### src/rtl/cts_ram.sv
`timescale 1ns / 1ps
`default_nettype none

module cts_ram #(
  parameter int WIDTH = 8,
  parameter int DEPTH = 16,
  localparam int AW = $clog2(DEPTH)
) (
  input  logic             clk,
  input  logic             wr_en,
  input  logic [AW-1:0]    wr_addr,
  input  logic [WIDTH-1:0] wr_data,
  input  logic             rd_en,
  input  logic [AW-1:0]    rd_addr,
  output logic [WIDTH-1:0] rd_data
);

  logic [WIDTH-1:0] mem [DEPTH];

  always_ff @(posedge clk) begin
    if (wr_en) begin
      mem[wr_addr] <= wr_data;
    end
    if (rd_en) begin
      rd_data <= mem[rd_addr];
    end
  end

endmodule

`default_nettype wire

### config.mk
export PLATFORM = sky130hd
export DESIGN_NAME = cts_ram
export DESIGN_NICKNAME = d
export VERILOG_FILES = /design/src/rtl/cts_ram.sv
export SDC_FILE = /design/constraint.sdc
export NUM_CORES = 1
export LEC_CHECK = 0
export ABC_AREA = 1
export BUFFER_PORTS_ARGS = -buffer_cell sky130_fd_sc_hd__buf_4
export CAP_MARGIN = 20
export CORE_MARGIN = 4
export CORE_UTILIZATION = 35
export CTS_BUF_LIST = sky130_fd_sc_hd__clkbuf_8
export DETAILED_ROUTE_END_ITERATION = 7
export PLACE_DENSITY = 0.62
export SLEW_MARGIN = 0
export SYNTH_ARGS = -nofsm -noshare
export SYNTH_HDL_FRONTEND = slang
export SYNTH_SLANG_ARGS = --single-unit
### constraint.sdc
create_clock -name clk -period 1.1 [get_ports clk]
set_input_delay 0.22 -clock clk [delete_from_list [all_inputs] [get_ports clk]]
set_output_delay 0.22 -clock clk [all_outputs]
set_load 0.02 [all_outputs]
==> impl_summary.log <==
INFO  metric postSynthRegisterBits = 136
INFO  metric maxClockFrequency = 788 MHz
INFO  metric timing.final.hold_violations = 0
INFO  metric fraction_of_the_yosys_area_taken_by_sequential_cells = 69.8%
INFO  metric rows = 46
INFO  metric hp_class = input pin to register
INFO  metric post-route-worst-setup-slack = -0.169 ns
INFO  metric power.ir.vdd_worst = around 0.85 mV
INFO  metric commonest_non_fill_non_tap_cells_in_the_layout = sky130_fd_sc_hd__nand2_1 (166), sky130_fd_sc_hd__edfxtp_1 (136), sky130_fd_sc_hd__inv_1 (103)
INFO  metric setup_slack_of_the_most_critical_reg_to_reg_path = 0.02 ns
INFO  metric run_status = complete, but fails checks
INFO  metric netlist_area = 5850 um^2
INFO  metric core_area = 16100 um^2
INFO  metric hold-path-cell-count = 1
INFO  metric cts_made_buffers = 17
INFO  metric drt_pass1_iterations = 5
INFO  metric clk_root_buffer_cell = sky130_fd_sc_hd__clkbuf_8
INFO  metric crit_arrival = 1.05 ns
INFO  metric max_slew_margin = roughly two thirds
INFO  metric violations_in_the_final_reports = negative setup slack
INFO  metric synth.distinct_cells = 11
INFO  metric cp_bufs_invs = 1
INFO  metric cts_tree = yes
INFO  metric antenna_violating_nets_left = 0
INFO  metric hp-start = rd_en
INFO  metric grt_overflow = 0
INFO  metric reg2reg_depth = 6
INFO  metric worst_path_slowest_cell = sky130_fd_sc_hd__edfxtp_1
INFO  metric worstPathCellList = buf_6
INFO  metric kind_of_end_point_of_the_critical_path = output pin
INFO  metric synth-warning-count = 0
INFO  metric flow.area_growth_from_synthesis = 23.3%
INFO  metric grt_setup_unrepaired = yes
INFO  metric grt_util_all_layers = 15.6%
INFO  metric mostFrequentLayoutCell = sky130_fd_sc_hd__nand2_1
INFO  metric timing.final.max_slew_violations = 0
INFO  metric post-route-drc-count = 0
INFO  metric cellPowerDensity = between 1500 and 2000 nW/um^2
INFO  metric post_cts.repair.setup_buffers = 0
INFO  metric route.vias.total = 3900
INFO  metric via_count_of_the_first_global_routing_pass = 3880
INFO  metric clock_insertion_delay_worst_skew = ~0.44 ns
INFO  metric hold_critical_path_endpoint = rd_data[7]$_DFFE_PP_
INFO  metric worstReg2RegEnd = rd_data[4]$_DFFE_PP_
INFO  metric grt_max_degree = 65
INFO  metric route.final.wire_length = 13700 um
INFO  metric layout_worst_path_cycle_share = 115%
INFO  metric detailed_place_hpwl = about 8900 um
INFO  metric wire_per_inst = 16.4 um
INFO  metric clk_buf_depth = 2
INFO  metric initial_utilization = 36.3%
INFO  metric drive_gt1_share = approximately 23%
INFO  metric static-leakage-power = 3.08 nW
INFO  metric required = about 0.88 ns
INFO  metric cts_num_sinks = 136
INFO  metric avgViaCountPerCell = 4.68
INFO  metric io-pin-count = 27
INFO  metric report.power.total = 11.0 mW
INFO  metric startpoint_type = register
INFO  metric die_area = 18800 um^2
INFO  metric die_h = 137 um
INFO  metric port_buffers = 26
INFO  metric layout.cell_area.non_filler = 7210 um^2
INFO  metric max_cap_viols = 0
INFO  metric crit_fanout = 1
INFO  metric timing.setup.critical_path_class = register to output pin
INFO  metric postSynthAreaPerCell = 10.6 um^2
INFO  metric multi_input_area = 1500 um^2
INFO  metric diodes = 0
INFO  metric globalplace.congestion = 0.876
INFO  metric clock_tree.htree_level_count = 4
INFO  metric die_w = 137 um
INFO  metric area.sequential = 4080 um^2
INFO  metric cts.clk_slew.worst_paths = 0.08 ns
INFO  metric period_needed = 1.27 ns
INFO  metric count_of_nets_after_finishing = 623
INFO  metric crit_family = flip-flops
INFO  metric antenna_found_initial = 0
INFO  metric worst_pin_slew = ~0.48 ns
INFO  metric finalClockSkew = 0.0125 ns
INFO  metric drt_iter0_drc = 371
INFO  metric ctsHoldBuffers = 0
INFO  metric mappedNetlistNets = 570
INFO  metric finalSetupViolations = 8
INFO  metric grt_pass1_wl = 21200 um
INFO  metric critPathMaxStageDelay = 0.45 ns
INFO  metric timing.rr.start = mem[7][4]$_DFFE_PP_
INFO  metric synthCells = approximately 550
INFO  metric filler_cell_count = 1537
INFO  metric dpl_cell_area = 6500 um^2
## where the power goes
| group | switching, mW | total, mW | internal [mW] |
|---|---|---|---|
| clock | 1.76 | 4.15 | 2.40 |
| sequential | 0.0384 | 5.87 | 5.83 |
| combinational | 0.604 | 0.941 | 0.337 |
## per-stage QoR
stage | hold slack [ns] | std cells | TNS (ns) | setup slack [ns] | utilization (%)
after CTS | 0.0464 | 833 | -1.23 | -0.206 | 43.6
after global placement | 0.516 | 801 | -18.36 | -0.308 | 40.3
after floorplan | 0.319 | 551 | -6.08 | -0.0708 | -
after detailed placement | 0.528 | 801 | -18.70 | -0.333 | 40.3
final | 0.0751 | 833 | -0.908 | -0.169 | 44.7
after global routing | 0.0487 | 833 | -1.64 | -0.229 | 44.7
## layout make-up
type / count / share of cell area [%]
sequential: 136 / 56.6
multi-input combinational: 289 / 20.9
timing repair buffer: 58 / 7.84
inverter: 102 / 5.31
tap: 216 / 3.75
clock buffer: 17 / 3.25
clock inverter: 15 / 2.34
## cell families after synthesis
kind of cell / Yosys count / share of synthesized area [%]
buffers and inverters: 126 / 9.39
flip-flops: 136 / 69.8
AND/OR/NAND/NOR: 289 / 20.8
## registers in the layout, indices dropped and copies added (netlist names)
register,cells
mem,128
rd_data,8
## synth_stat cells, drive strengths merged
library cell / instances / area [um^2]
nand2: 173 / 649
edfxtp: 136 / 4080
buf: 24 / 166
nand3: 97 / 485
nor2: 17 / 63.8
inv: 102 / 383
nand3b: 2 / 15.0
## repair_timing
item | in CTS | in global routing
pin swaps | 6 | 34
gates resized for setup | 26 | 40
endpoints found under the setup margin | 14 | 16
## layer usage
metal  GRT usage (%)  vias up  share of wire [%]  routed length, um
met5               0        -                  0                  0
met1            20.7     1903                 45               6110
met4            4.88        0                1.1                151
met2            24.4       94                 49               6630
li1                -     1888                  -                  -
met3            5.00       15                5.6                768
## how the worst max path moves through the flow
stage / from / endpoint / slack (ns) / cells past startpoint
after floorplan: wr_addr[2] / mem[11][0]$_DFFE_PP_ / -0.07 / 2
after global placement: rd_addr[0] / rd_data[5]$_DFFE_PP_ / -0.31 / 7
after detailed placement: rd_addr[0] / rd_data[5]$_DFFE_PP_ / -0.33 / 7
after CTS: rd_data[0]$_DFFE_PP_ / rd_data[0] / -0.21 / 1
after global routing: rd_data[0]$_DFFE_PP_ / rd_data[0] / -0.23 / 1
final: rd_data[0]$_DFFE_PP_ / rd_data[0] / -0.17 / 1
Note: power is estimated with default switching activity, not from simulation.
